File: src/rtl/atce_pkg.sv
// Shared types and constants for the escape sequence text cursor engine.
package atce_pkg;

	localparam int BYTE_W  = 8;
	localparam int POS_W   = 10;
	localparam int COLOR_W = 4;
	localparam int APB_AW  = 4;
	localparam int APB_DW  = 32;

	localparam logic [POS_W-1:0] POS_MAX = 10'd1023;

	localparam logic [BYTE_W-1:0] BYTE_ESC   = 8'h1B;
	localparam logic [BYTE_W-1:0] BYTE_LF    = 8'h0A;
	localparam logic [BYTE_W-1:0] BYTE_CSI   = 8'h5B;
	localparam logic [BYTE_W-1:0] BYTE_PRIV  = 8'h3F;
	localparam logic [BYTE_W-1:0] BYTE_H     = 8'h48;
	localparam logic [BYTE_W-1:0] BYTE_M     = 8'h6D;
	localparam logic [BYTE_W-1:0] BYTE_J     = 8'h4A;
	localparam logic [BYTE_W-1:0] DIGIT_LO   = 8'h30;
	localparam logic [BYTE_W-1:0] DIGIT_HI   = 8'h39;
	localparam logic [BYTE_W-1:0] PARAM_HI   = 8'h3F;

	localparam logic [POS_W-1:0] SGR_FG_LO    = 10'd30;
	localparam logic [POS_W-1:0] SGR_FG_HI    = 10'd37;
	localparam logic [POS_W-1:0] SGR_BG_LO    = 10'd40;
	localparam logic [POS_W-1:0] SGR_BG_HI    = 10'd47;
	localparam logic [POS_W-1:0] SGR_FG_BR_LO = 10'd90;
	localparam logic [POS_W-1:0] SGR_FG_BR_HI = 10'd97;
	localparam logic [POS_W-1:0] SGR_BG_BR_LO = 10'd100;
	localparam logic [POS_W-1:0] SGR_BG_BR_HI = 10'd107;
	// bright codes map to index 8-15: code - 90 + 8, code - 100 + 8
	localparam logic [POS_W-1:0] SGR_FG_BR_OFS = 10'd82;
	localparam logic [POS_W-1:0] SGR_BG_BR_OFS = 10'd92;

	localparam logic [POS_W-1:0]   HOME_COL_RST = 10'd1;
	localparam logic [POS_W-1:0]   HOME_ROW_RST = 10'd1;
	localparam logic [COLOR_W-1:0] FORE_RST     = 4'd7;
	localparam logic [COLOR_W-1:0] BACK_RST     = 4'd0;

	localparam logic EVT_DRAW  = 1'b0;
	localparam logic EVT_CLEAR = 1'b1;

	typedef enum logic [1:0] {
		MODE_TEXT,
		MODE_ESC,
		MODE_CSI,
		MODE_PRIV
	} mode_t;

	typedef enum logic [2:0] {
		OP_DRAW,
		OP_NEWLINE,
		OP_CURSOR,
		OP_FORE,
		OP_BACK,
		OP_CLEAR
	} op_t;

	typedef enum logic [1:0] {
		REG_HOME_COL,
		REG_HOME_ROW,
		REG_DEF_FORE,
		REG_DEF_BACK
	} reg_idx_t;

	typedef struct packed {
		op_t              op;
		logic [POS_W-1:0] val_a;
		logic [POS_W-1:0] val_b;
	} cmd_t;

	typedef struct packed {
		logic               kind;
		logic [BYTE_W-1:0]  glyph;
		logic [POS_W-1:0]   column;
		logic [POS_W-1:0]   row_pos;
		logic [COLOR_W-1:0] fore;
		logic [COLOR_W-1:0] back;
	} res_t;

endpackage

File: src/rtl/ansi_escape_text_cursor_engine.sv
// Top level: escape sequence parser, command queue, cursor unit and register port.
//
//  channel   direction  handshake            payload
//  input     in         push / full          byte_in
//  result    out        empty / pop          event_kind glyph column row_pos
//                                            fore_index back_index
//  config    in         psel penable pwrite  paddr pwdata, prdata back, pready tied high
//
// One byte per cycle while full is low; the back end retires one queued command per
// cycle while no held result stalls it. A byte is decoded in the cycle it is taken;
// its command passes through the queue and the back end to the output register.
// Reset clears parser state, arguments, cursor, colors and the queue; no sweep needed.
// A held result stalls a drawing or clear command at the queue head and all behind it;
// full rises once two commands wait in the queue.
module ansi_escape_text_cursor_engine import atce_pkg::*; #(
	parameter int ARG_DIGITS = 3,
	parameter int MAX_ARGS   = 4
) (
	input  logic               clk,
	input  logic               arst_n,
	input  logic               psel,
	input  logic               penable,
	input  logic               pwrite,
	input  logic [APB_AW-1:0]  paddr,
	input  logic [APB_DW-1:0]  pwdata,
	output logic [APB_DW-1:0]  prdata,
	output logic               pready,
	input  logic               push,
	output logic               full,
	input  logic [BYTE_W-1:0]  byte_in,
	output logic               empty,
	input  logic               pop,
	output logic               event_kind,
	output logic [BYTE_W-1:0]  glyph,
	output logic [POS_W-1:0]   column,
	output logic [POS_W-1:0]   row_pos,
	output logic [COLOR_W-1:0] fore_index,
	output logic [COLOR_W-1:0] back_index
);

	logic [POS_W-1:0]   home_col_q, home_row_q;
	logic [COLOR_W-1:0] def_fore_q, def_back_q;
	logic               cfg_wr, accept, cmd_push, q_valid, q_pop, res_valid;
	reg_idx_t           reg_sel;
	cmd_t               cmd_in, cmd_head;
	res_t               res;

	// register port
	assign pready  = 1'b1;
	assign reg_sel = reg_idx_t'(paddr[3:2]);
	assign cfg_wr  = psel && penable && pwrite;

	always_ff @(posedge clk or negedge arst_n) begin
		if (!arst_n) begin
			home_col_q <= HOME_COL_RST;
			home_row_q <= HOME_ROW_RST;
			def_fore_q <= FORE_RST;
			def_back_q <= BACK_RST;
		end else if (cfg_wr) begin
			case (reg_sel)
				REG_HOME_COL: home_col_q <= pwdata[POS_W-1:0];
				REG_HOME_ROW: home_row_q <= pwdata[POS_W-1:0];
				REG_DEF_FORE: def_fore_q <= pwdata[COLOR_W-1:0];
				REG_DEF_BACK: def_back_q <= pwdata[COLOR_W-1:0];
				default: begin
				end
			endcase
		end
	end

	always_comb begin
		case (reg_sel)
			REG_HOME_COL: prdata = {{(APB_DW-POS_W){1'b0}}, home_col_q};
			REG_HOME_ROW: prdata = {{(APB_DW-POS_W){1'b0}}, home_row_q};
			REG_DEF_FORE: prdata = {{(APB_DW-COLOR_W){1'b0}}, def_fore_q};
			REG_DEF_BACK: prdata = {{(APB_DW-COLOR_W){1'b0}}, def_back_q};
			default:      prdata = '0;
		endcase
	end

	assign accept = push && !full;

	atce_front #(
		.ARG_DIGITS(ARG_DIGITS),
		.MAX_ARGS  (MAX_ARGS)
	) u_front (
		.clk     (clk),
		.arst_n  (arst_n),
		.accept  (accept),
		.byte_in (byte_in),
		.cmd_push(cmd_push),
		.cmd     (cmd_in)
	);

	atce_cmd_queue u_queue (
		.clk     (clk),
		.arst_n  (arst_n),
		.wr_en   (cmd_push),
		.wr_data (cmd_in),
		.full    (full),
		.rd_en   (q_pop),
		.rd_valid(q_valid),
		.rd_data (cmd_head)
	);

	atce_back u_back (
		.clk      (clk),
		.arst_n   (arst_n),
		.cmd_valid(q_valid),
		.cmd      (cmd_head),
		.cmd_pop  (q_pop),
		.home_col (home_col_q),
		.home_row (home_row_q),
		.pop      (pop),
		.res_valid(res_valid),
		.res      (res)
	);

	assign empty      = !res_valid;
	assign event_kind = res.kind;
	assign glyph      = res.glyph;
	assign column     = res.column;
	assign row_pos    = res.row_pos;
	assign fore_index = res.fore;
	assign back_index = res.back;

	// nothing queued and nothing shown: no result can appear in the next cycle
	a_no_spurious_result: assert property (@(posedge clk) disable iff (!arst_n)
		(empty && !q_valid) |=> empty)
		else $error("result appeared with no queued command");

	// a clear word carries no glyph and no position
	a_clear_word_zero: assert property (@(posedge clk) disable iff (!arst_n)
		(!empty && event_kind == EVT_CLEAR) |-> (glyph == '0 && column == '0 && row_pos == '0))
		else $error("clear word with nonzero glyph or position");

	// input side cannot be blocked while the command queue is empty
	a_full_needs_queued: assert property (@(posedge clk) disable iff (!arst_n)
		!q_valid |-> !full)
		else $error("full raised with empty command queue");

endmodule

File: src/rtl/atce_front.sv
// Front end: byte parser, argument collection and command decode.
module atce_front import atce_pkg::*; #(
	parameter int ARG_DIGITS = 3,
	parameter int MAX_ARGS   = 4
) (
	input  logic              clk,
	input  logic              arst_n,
	input  logic              accept,
	input  logic [BYTE_W-1:0] byte_in,
	output logic              cmd_push,
	output cmd_t              cmd
);

	localparam int IDX_W = $clog2(MAX_ARGS);
	localparam int CNT_W = $clog2(MAX_ARGS + 2);
	localparam int PH_W  = (ARG_DIGITS > 1) ? $clog2(ARG_DIGITS) : 1;
	localparam logic [CNT_W-1:0] CNT_MAX = CNT_W'(MAX_ARGS);
	localparam logic [PH_W-1:0]  PH_LAST = PH_W'(ARG_DIGITS - 1);

	mode_t            mode_q, mode_d;
	logic [PH_W-1:0]  phase_q, phase_d;
	logic [CNT_W-1:0] count_q, cnt_new, cnt_m1;
	logic [POS_W-1:0] args_q [MAX_ARGS];

	logic             is_digit, in_range, end_seq, collect, arg_wr, cmd_hit;
	logic [IDX_W-1:0] arg_idx;
	logic [POS_W-1:0] base, arg_new, a0;
	logic [13:0]      acc;

	assign is_digit = (byte_in >= DIGIT_LO) && (byte_in <= DIGIT_HI);
	assign in_range = (byte_in >= DIGIT_LO) && (byte_in <= PARAM_HI);
	assign a0       = args_q[0];

	// next parse mode
	always_comb begin
		mode_d  = mode_q;
		end_seq = 1'b0;
		case (mode_q)
			MODE_TEXT: begin
				if (byte_in == BYTE_ESC) mode_d = MODE_ESC;
			end
			MODE_ESC: begin
				if (byte_in == BYTE_CSI) mode_d = MODE_CSI;
				else end_seq = 1'b1;
			end
			MODE_CSI: begin
				if (byte_in == BYTE_PRIV) mode_d = MODE_PRIV;
				else if (!in_range) end_seq = 1'b1;
			end
			MODE_PRIV: begin
				if (!in_range) end_seq = 1'b1;
			end
			default: begin
				end_seq = 1'b1;
			end
		endcase
		if (end_seq) mode_d = MODE_TEXT;
	end

	// command decode
	always_comb begin
		cmd_hit   = 1'b0;
		cmd.op    = OP_DRAW;
		cmd.val_a = {{(POS_W-BYTE_W){1'b0}}, byte_in};
		cmd.val_b = args_q[1];
		case (mode_q)
			MODE_TEXT: begin
				if (byte_in == BYTE_LF) begin
					cmd_hit = 1'b1;
					cmd.op  = OP_NEWLINE;
				end else if (byte_in != BYTE_ESC) begin
					cmd_hit = 1'b1;
				end
			end
			MODE_CSI: begin
				if (byte_in != BYTE_PRIV && !in_range) begin
					if (byte_in == BYTE_H) begin
						cmd_hit   = 1'b1;
						cmd.op    = OP_CURSOR;
						cmd.val_a = a0;
					end else if (byte_in == BYTE_J) begin
						cmd_hit = 1'b1;
						cmd.op  = OP_CLEAR;
					end else if (byte_in == BYTE_M) begin
						if (a0 >= SGR_FG_LO && a0 <= SGR_FG_HI) begin
							cmd_hit   = 1'b1;
							cmd.op    = OP_FORE;
							cmd.val_a = a0 - SGR_FG_LO;
						end else if (a0 >= SGR_BG_LO && a0 <= SGR_BG_HI) begin
							cmd_hit   = 1'b1;
							cmd.op    = OP_BACK;
							cmd.val_a = a0 - SGR_BG_LO;
						end else if (a0 >= SGR_FG_BR_LO && a0 <= SGR_FG_BR_HI) begin
							cmd_hit   = 1'b1;
							cmd.op    = OP_FORE;
							cmd.val_a = a0 - SGR_FG_BR_OFS;
						end else if (a0 >= SGR_BG_BR_LO && a0 <= SGR_BG_BR_HI) begin
							cmd_hit   = 1'b1;
							cmd.op    = OP_BACK;
							cmd.val_a = a0 - SGR_BG_BR_OFS;
						end
					end
				end
			end
			default: begin
			end
		endcase
	end

	assign cmd_push = accept && cmd_hit;

	// argument collection; digits only count inside a CSI sequence
	assign collect = (mode_q == MODE_CSI || mode_q == MODE_PRIV) && is_digit;
	assign cnt_new = (phase_q == '0 && count_q <= CNT_MAX) ? count_q + CNT_W'(1) : count_q;
	assign cnt_m1  = cnt_new - CNT_W'(1);
	assign arg_idx = cnt_m1[IDX_W-1:0];
	assign arg_wr  = collect && (cnt_new != '0) && (cnt_new <= CNT_MAX);
	assign base    = (phase_q == '0) ? '0 : args_q[arg_idx];
	assign acc     = ({4'b0, base} << 3) + ({4'b0, base} << 1) + {10'b0, byte_in[3:0]};
	assign arg_new = (acc > {4'b0, POS_MAX}) ? POS_MAX : acc[POS_W-1:0];
	assign phase_d = !collect ? '0 : (phase_q >= PH_LAST) ? '0 : phase_q + PH_W'(1);

	always_ff @(posedge clk or negedge arst_n) begin
		if (!arst_n) begin
			mode_q  <= MODE_TEXT;
			phase_q <= '0;
			count_q <= '0;
			for (int i = 0; i < MAX_ARGS; i++) args_q[i] <= '0;
		end else if (accept) begin
			mode_q  <= mode_d;
			phase_q <= phase_d;
			if (end_seq) count_q <= '0;
			else if (collect) count_q <= cnt_new;
			if (arg_wr) args_q[arg_idx] <= arg_new;
		end
	end

endmodule

File: src/rtl/atce_cmd_queue.sv
// Two-word command queue between parser and cursor unit.
module atce_cmd_queue import atce_pkg::*; (
	input  logic clk,
	input  logic arst_n,
	input  logic wr_en,
	input  cmd_t wr_data,
	output logic full,
	input  logic rd_en,
	output logic rd_valid,
	output cmd_t rd_data
);

	localparam int DEPTH = 2;
	localparam int AW    = $clog2(DEPTH);
	localparam int CW    = $clog2(DEPTH + 1);

	cmd_t          entries_q [DEPTH];
	logic [AW-1:0] wr_ptr_q, rd_ptr_q;
	logic [CW-1:0] count_q;
	logic          do_wr, do_rd;

	assign full     = (count_q == CW'(DEPTH));
	assign rd_valid = (count_q != '0);
	assign rd_data  = entries_q[rd_ptr_q];
	assign do_wr    = wr_en && !full;
	assign do_rd    = rd_en && rd_valid;

	always_ff @(posedge clk) begin
		if (do_wr) entries_q[wr_ptr_q] <= wr_data;
	end

	always_ff @(posedge clk or negedge arst_n) begin
		if (!arst_n) begin
			wr_ptr_q <= '0;
			rd_ptr_q <= '0;
			count_q  <= '0;
		end else begin
			if (do_wr) wr_ptr_q <= wr_ptr_q + AW'(1);
			if (do_rd) rd_ptr_q <= rd_ptr_q + AW'(1);
			if (do_wr && !do_rd) count_q <= count_q + CW'(1);
			else if (!do_wr && do_rd) count_q <= count_q - CW'(1);
		end
	end

endmodule

File: src/rtl/atce_back.sv
// Back end: cursor and color state, result word register.
module atce_back import atce_pkg::*; (
	input  logic             clk,
	input  logic             arst_n,
	input  logic             cmd_valid,
	input  cmd_t             cmd,
	output logic             cmd_pop,
	input  logic [POS_W-1:0] home_col,
	input  logic [POS_W-1:0] home_row,
	input  logic             pop,
	output logic             res_valid,
	output res_t             res
);

	logic [POS_W-1:0]   col_q, row_q;
	logic [COLOR_W-1:0] fore_q, back_q;
	logic               res_valid_q;
	res_t               res_q;
	logic               makes_res, slot_free, res_load;

	function automatic logic [POS_W-1:0] sat_inc(input logic [POS_W-1:0] v);
		return (v == POS_MAX) ? POS_MAX : v + POS_W'(1);
	endfunction

	assign makes_res = (cmd.op == OP_DRAW) || (cmd.op == OP_CLEAR);
	assign slot_free = !res_valid_q || pop;
	assign cmd_pop   = cmd_valid && (slot_free || !makes_res);
	assign res_load  = cmd_pop && makes_res;

	assign res_valid = res_valid_q;
	assign res       = res_q;

	always_ff @(posedge clk) begin
		if (res_load) begin
			res_q.fore <= fore_q;
			res_q.back <= back_q;
			if (cmd.op == OP_CLEAR) begin
				res_q.kind    <= EVT_CLEAR;
				res_q.glyph   <= '0;
				res_q.column  <= '0;
				res_q.row_pos <= '0;
			end else begin
				res_q.kind    <= EVT_DRAW;
				res_q.glyph   <= cmd.val_a[BYTE_W-1:0];
				res_q.column  <= col_q;
				res_q.row_pos <= row_q;
			end
		end
	end

	always_ff @(posedge clk or negedge arst_n) begin
		if (!arst_n) begin
			col_q       <= HOME_COL_RST;
			row_q       <= HOME_ROW_RST;
			fore_q      <= FORE_RST;
			back_q      <= BACK_RST;
			res_valid_q <= 1'b0;
		end else begin
			if (res_load) res_valid_q <= 1'b1;
			else if (pop) res_valid_q <= 1'b0;
			if (cmd_pop) begin
				case (cmd.op)
					OP_DRAW: begin
						col_q <= sat_inc(col_q);
					end
					OP_NEWLINE: begin
						col_q <= home_col;
						row_q <= sat_inc(row_q);
					end
					OP_CURSOR: begin
						col_q <= cmd.val_a;
						row_q <= cmd.val_b;
					end
					OP_FORE: begin
						fore_q <= cmd.val_a[COLOR_W-1:0];
					end
					OP_BACK: begin
						back_q <= cmd.val_a[COLOR_W-1:0];
					end
					OP_CLEAR: begin
						col_q <= home_col;
						row_q <= home_row;
					end
					default: begin
					end
				endcase
			end
		end
	end

endmodule
File: config.mk
export PLATFORM = sky130hd
export DESIGN_NAME = ansi_escape_text_cursor_engine
export DESIGN_NICKNAME = d
export VERILOG_FILES = /design/src/rtl/atce_pkg.sv /design/src/rtl/ansi_escape_text_cursor_engine.sv /design/src/rtl/atce_front.sv /design/src/rtl/atce_cmd_queue.sv /design/src/rtl/atce_back.sv
export SDC_FILE = /design/constraint.sdc
export NUM_CORES = 1
export LEC_CHECK = 0
export BUFFER_PORTS_ARGS = -buffer_cell sky130_fd_sc_hd__buf_2
export CORE_AREA = 3 3 170 172
export DETAILED_ROUTE_END_ITERATION = 10
export DIE_AREA = 0 0 173 175
export MAX_ROUTING_LAYER = met4
export PLACE_DENSITY = 0.62
export SYNTH_ARGS = -nofsm -noshare
export SYNTH_HDL_FRONTEND = slang
export SYNTH_HIERARCHICAL = 1
export SYNTH_SLANG_ARGS = --single-unit
export TNS_END_PERCENT = 30
File: constraint.sdc
create_clock -name clk -period 13.77 [get_ports clk]
set_clock_uncertainty 0.15 [all_clocks]
set_input_delay 0.6885 -clock clk [delete_from_list [all_inputs] [get_ports clk]]
set_output_delay 0.6885 -clock clk [all_outputs]
set_load 0.1 [all_outputs]
==> results.yml, run 1 <==
drt:
  dr.first_iter.drc_count: 704
  wl_um: 25200
  via_per_inst: 5.50
  antenna_left: 0
  drc: 0
  vias: 7675
  drt-pass1-iter-count: 5
  wl_per_cell_um: 18.0
cts:
  cts_sinks: 191
  cts_made_buffers: 17
  htreeDepth: 4
  clock_latency_ps: 430
  cts_setup_buffers: 0
  hold_buffers: 0
  clk_pin_slew_worst_paths_ps: 80
  cts_tree: "done"
  cts_root_buffer: "clkbuf_16"
  cts_buffer_depth: 2
  cts_resized: 0
synth:
  ys_types: 98
  async_flop_share_pct: 56.5
  ys_seq_elements: 191
  yosysWarningCount: 6
  avgSynthCellArea_sq_um: 11.4
  synth_edf_count: 83
  synth_area_leader_cell: "edfxtp_1"
  synth_ff_type: "dfrtp_1"
  synth.area.top_cells: "edfxtp_1, dfrtp_1, ha_1"
  synthesis.area_sq_um: 11000
  synthCells: 963
  post-synth-top-area-fraction_pct: 22.7
  seq_area_frac_synth_pct: 47.4
place:
  gp_congestion: 0.888
  port-buffer-count: 75
  placedCellCount: 1363
  place_hpwl_um: 17900
layout:
  syn_to_final_growth_pct: 9.49
  drive_gt1_share_pct: 23.6
  final_cells: 1395
  final_nets: 1098
  diodes: 0
  fill_cells: 2635
floorplan:
  core_sq_um: 27600
  fp.dieArea_sq_um: 30300
  die_x_um: 173
  rows: 61
  start_util_pct: 39.8
  io-pin-count: 123
  dieHeight_um: 175
timing:
  setup_violations: 0
  holdWs_ps: 79.5
  finalSetupTns_ps: 0
  rsz0062_at_grt: "false"
  fmax_mhz: 159
  hold_viol_final: 0
  max_slew_margin_pct: 26.8
  fin_crit_ps: 6270
  slew_viol_final: 0
  tightest_slew_ps: 1090
  post-route-period-util_pct: 45.6
global_route:
  grt_overflow: 0
  antenna_found_initial: 0
  grt_max_degree: 73
  grt_pass1_vias: 7401
  grt_util_all_layers_pct: 16.9
  grt_pass1_wl_um: 40400
critical_path:
  critPathKind: "flip-flop to flip-flop"
  cp.required_ps: 13880
  cp_max_fo: 31
  critPathLaunchType: "flip-flop"
  reg2reg_depth: 18
  arrival_ps: 6380
  rr_startpoint: "u_front/count_q[0]"
  rr_endpoint: "u_front/a0[7]"
  cp-end-kind: "flip-flop"
  rrSetupSlack_ps: 7500
pwr:
  power_w: 0.00272
  p_per_area_nw_per_um2: 226
  peakVddDrop_mv: 0.0967
  leakage_nw: 5.02
run:
  cap_violations: 0
outcome:
  status: "finished clean"
worst_hold_path:
  min_path_type: "primary input to async pin"
==> sequential cells by signal (all words and copies together), names as in the netlist, 3 cells and up <==
signal and flops:
u_back/res 37, u_front/args_q 20, def_back_q 4, home_col_q 10, u_front/count_q 3, u_back/col_q 10, u_back/fore_q 4, home_row_q 10
def_fore_q 4, u_back/row_q 10, u_queue/entries_q 46, u_front/a0 10, u_back/back_q 4, u_front/cmd 10
==> critical path, cell delays in order, from the launching register on <==
cell	delay (ps)
dfrtp_1	500
inv_1	120
ha_1	230
nor2b_1	260
or2_1	160
mux2_2	390
ha_1	670
mux2_2	410
o211ai_1	230
xnor2_1	100
ha_1	340
fa_1	500
a211oi_1	300
o21ai_0	190
a211o_1	290
o221a_2	130
nor3_2	520
buf_4	440
a31oi_1	160
==> cell usage after synthesis (all sizes together), types with 11 or more instances <==
cell type and instances:
a21o 11, a21oi 23, a22oi 16, a31oi 58, and2 12, buf 71
clkbuf 16, dfrtp 98, edfxtp 83, ha 42, inv 35, mux2 61
mux2i 12, mux4 13, nand2 35, nand3 18, nor2 94, nor2b 28
nor3 15, o21ai 29, o31ai 12, xnor2 11
==> report_power, final <==
group / switching (W) / internal [W] / total, W / leakage [nW]
sequential: 0.000130 / 0.000789 / 0.000919 / 2.14
clock: 0.000235 / 0.000258 / 0.000492 / 0.290
combinational: 0.000929 / 0.000379 / 0.00131 / 2.59
==> cells by family after synthesis <==
group | Yosys count | share of synthesized area, %
multiplexers | 86 | 11.0
flip-flops | 191 | 47.4
AO/OA/AOI/OAI | 234 | 15.4
buffers and inverters | 122 | 6.52
AND/OR/NAND/NOR | 267 | 13.2
adder cells (fa/ha/maj) | 43 | 4.96
other | 2 | 0.0683
XOR/XNOR | 18 | 1.50
==> worst max path at each step <==
stage | endpoint | cells past startpoint | from | slack (ps)
2_1_floorplan | u_back/res[0] | 6 | u_queue/rd_ptr_q | 8190
3_3_place_gp | u_front/a0[0] | 18 | u_front/count_q[0] | 7590
3_5_place_dp | u_front/a0[0] | 18 | u_front/count_q[0] | 7570
4_1_cts | u_front/a0[7] | 18 | u_front/count_q[0] | 7510
5_1_grt | u_front/a0[7] | 18 | u_front/count_q[0] | 7090
6_report | u_front/a0[7] | 18 | u_front/count_q[0] | 7500
==> cell type report <==
class / count / area, sq um / share of cell area [%]
flip-flops and latches: 191 / 5210 / 43.3
multi-input cells: 671 / 5170 / 42.9
repair buffers: 88 / 475 / 3.95
well taps: 378 / 473 / 3.93
clock buffers: 18 / 429 / 3.57
clock inverters: 14 / 153 / 1.27
inverters: 35 / 131 / 1.09
==> layout by cell type (no fill, tap or decap), types with 5 or more instances in the layout <==
cell	instances
a211o_1	5
a211oi_1	5
a21o_1	10
a21oi_1	22
a22o_1	10
a22oi_1	15
a31oi_1	58
a32oi_1	8
and2_1	12
and3_1	5
and4_1	5
buf_2	74
buf_4	14
clkbuf_16	17
conb_1	23
dfrtp_1	98
dfstp_2	10
edfxtp_1	83
ha_1	42
inv_1	34
mux2_2	32
mux2_4	29
mux2i_1	12
mux4_2	12
nand2_1	33
nand3_1	17
nand3b_1	6
nand4_1	9
nor2_1	90
nor2b_1	27
nor3_1	13
o211ai_1	9
o21ai_0	23
o21ai_1	6
o31ai_1	12
or3_1	6
xnor2_1	10
xor2_1	7
==> per-stage QoR <==
step	setup slack, ps	util [%]	area (sq um)
floorplan	8190	-	11100
global placement	7590	41.5	11500
detailed placement	7570	41.5	11500
CTS	7510	43.6	12000
global route	7090	43.6	12000
finish	7500	43.6	12000
==> per-layer routing <==
| layer | vias up | part of all wire [%] | wire [um] | GRT usage (%) |
|---|---|---|---|---|
| li1 | 3650 | - | - | - |
| met3 | 33 | 5.4 | 1370 | 2.72 |
| met2 | 241 | 47 | 11700 | 26.5 |
| met4 | 0 | 2.3 | 575 | 5.64 |
| met5 | - | 0 | 0 | - |
| met1 | 3751 | 46 | 11500 | 22.5 |
Note: power is estimated with default switching activity, not from simulation.
==> run 2, diff against run 1 <==
ABC_AREA = 1   (was unset)
CORE_AREA = 3 3 174 176   (was 3 3 170 172)
DIE_AREA = 0 0 177 179   (was 0 0 173 175)
PLACE_DENSITY = 0.63   (was 0.62)
clock period = 5.7 ns   (was 13.77 ns; I/O delays follow)
==> results.yml, run 2 <==
cts:
  cts_root_buffer: "clkbuf_16"
  cts_tree: "done"
  clk_pin_slew_worst_paths_ps: 80
  cts_made_buffers: 17
  clock_latency_ps: 430
  cts_buffer_depth: 2
  cts_setup_buffers: 0
  htreeDepth: 4
  hold_buffers: 12
  cts_resized: 0
  cts_sinks: 191
timing:
  finalSetupTns_ps: 0
  fmax_mhz: 196
  fin_crit_ps: 5100
  hold_viol_final: 0
  max_slew_margin_pct: 37.8
  slew_viol_final: 0
  rsz0062_at_grt: "false"
  post-route-period-util_pct: 89.5
  tightest_slew_ps: 933
  setup_violations: 0
worst_hold_path:
  whs_endpoint: "u_queue/entries_q[1][17]"
  min_path_type: "primary input to flip-flop"
  hp-start: "byte_in[7]"
  hold_depth: 3
critical_path:
  arrival_ps: 5260
  cp.required_ps: 5860
  cp_max_fo: 22
  reg2reg_depth: 22
  rr_endpoint: "u_front/cmd[4]"
  cp-end-kind: "flip-flop"
  rrSetupSlack_ps: 600
  rr_startpoint: "u_front/count_q[0]"
  critPathLaunchType: "flip-flop"
  critPathKind: "flip-flop to flip-flop"
layout:
  final_core_util_pct: 44.3
  largest_reg_flops: 46
  drive_gt1_share_pct: 14.9
  final_nets: 1595
  largest-register: "u_queue/entries_q"
  fill_cells: 2890
  layout_common_cells: "nand2_1, inv_1, dfrtp_1, edfxtp_1, buf_2"
  diodes: 0
  syn_to_final_growth_pct: 11.0
  layout_commonest_cell: "nand2_1"
  postLayoutCellArea_sq_um: 12700
drt:
  drc: 0
  via_per_inst: 4.94
  wl_per_cell_um: 15.0
  vias: 9373
  dr.first_iter.drc_count: 870
  wl_um: 28500
  drt-pass1-iter-count: 5
  antenna_left: 0
synth:
  seq_area_frac_synth_pct: 45.4
  synth_area_leader_cell: "edfxtp_1"
  synth_common_cells: "nand2_1, inv_1, dfrtp_1"
  synthCells: 1430
  synth_edf_count: 83
  synthesis.area_sq_um: 11500
  post-synth-top-area-fraction_pct: 21.7
  yosysWarningCount: 6
  synth_most_common_cell: "nand2_1"
  synth_ff_type: "dfrtp_1"
  async_flop_share_pct: 56.5
  ys_seq_elements: 191
  synth.area.top_cells: "edfxtp_1, dfrtp_1, nand2_1"
  avgSynthCellArea_sq_um: 8.02
  ys_types: 53
outcome:
  status: "finished clean"
floorplan:
  rows: 62
  die_x_um: 177
  core_sq_um: 28800
  io-pin-count: 123
  dieHeight_um: 179
  start_util_pct: 39.9
  fp.dieArea_sq_um: 31700
global_route:
  grt_overflow: 0
  grt_util_all_layers_pct: 18.8
  grt_max_degree: 71
  antenna_found_initial: 0
  grt_pass1_wl_um: 46100
  grt_pass1_vias: 8729
place:
  port-buffer-count: 75
  gp_congestion: 0.902
  place_hpwl_um: 20800
  postPlaceCellArea_sq_um: 12000
pwr:
  power_w: 0.00661
  leakage_nw: 6.56
  p_per_area_nw_per_um2: 519
  peakVddDrop_mv: 0.232
run:
  cap_violations: 0
[run 2: worst max-delay path: stages, from the launching register on]
cell	delay, ps
dfrtp_1	380
inv_1	80
ha_1	240
o21ai_4	220
nand2_2	90
nand2_4	250
ha_1	360
inv_1	420
a211oi_1	110
a311oi_1	410
ha_1	320
ha_1	230
fa_1	430
nand4_1	110
o211ai_1	130
nand2_1	90
nand2_1	60
nand2_1	60
nand2_1	60
nand2_2	380
nand3_4	210
nand2_1	110
nand2_1	60
[run 2: through the flow]
step	setup WS, ps	instances	hold slack (ps)
after floorplan	1230	1451	-161
after global placement	705	1854	143
after detailed placement	617	1854	151
after CTS	555	1898	58.1
after global routing	166	1898	91.2
final	596	1898	84.2
[run 2: kinds of logic after synthesis]
kind of cell / share of synthesized area (%)
fa+ha+maj: 4.75
flops: 45.4
other cells: 0.0655
simple gates: 31.9
xor+xnor: 1.59
buf+inv: 8.99
compound gates: 7.32
[run 2: layer usage]
layer / GRT usage, % / routed length (um) / vias up
li1: - / - / 4685
met1: 25.0 / 13100 / 4374
met2: 30.1 / 13500 / 272
met3: 2.75 / 1220 / 42
met4: 5.53 / 588 / 0
met5: - / 0 / -
[run 2: how the worst max path moves through the flow]
stage / depth (start not counted) / startpoint / slack, ps / to
after floorplan: 24 / u_front/count_q[0] / 1230 / u_front/a0[0]
after global placement: 22 / u_front/count_q[0] / 710 / u_front/a0[4]
after detailed placement: 22 / u_front/count_q[0] / 620 / u_front/a0[4]
after CTS: 22 / u_front/count_q[0] / 560 / u_front/cmd[4]
after global routing: 23 / u_front/count_q[0] / 170 / u_front/cmd[4]
final: 22 / u_front/count_q[0] / 600 / u_front/cmd[4]
[run 2: report_power, final]
group	switching (W)	internal, W	total, W
sequential	0.000274	0.00191	0.00219
combinational	0.00250	0.000696	0.00320
clock	0.000596	0.000635	0.00123
total	0.00337	0.00324	0.00661
[run 2: cell type report]
cell class                      count  area (sq um)  share of cell area (%)
Clock inverter                     15           191                    1.50
Timing Repair Buffer               92           536                    4.20
Inverter                          152           581                    4.56
Clock buffer                       17           425                    3.34
Tap cell                          384           480                    3.77
Multi-Input combinational cell   1047          5320                    41.7
Sequential cell                   191          5210                    40.9
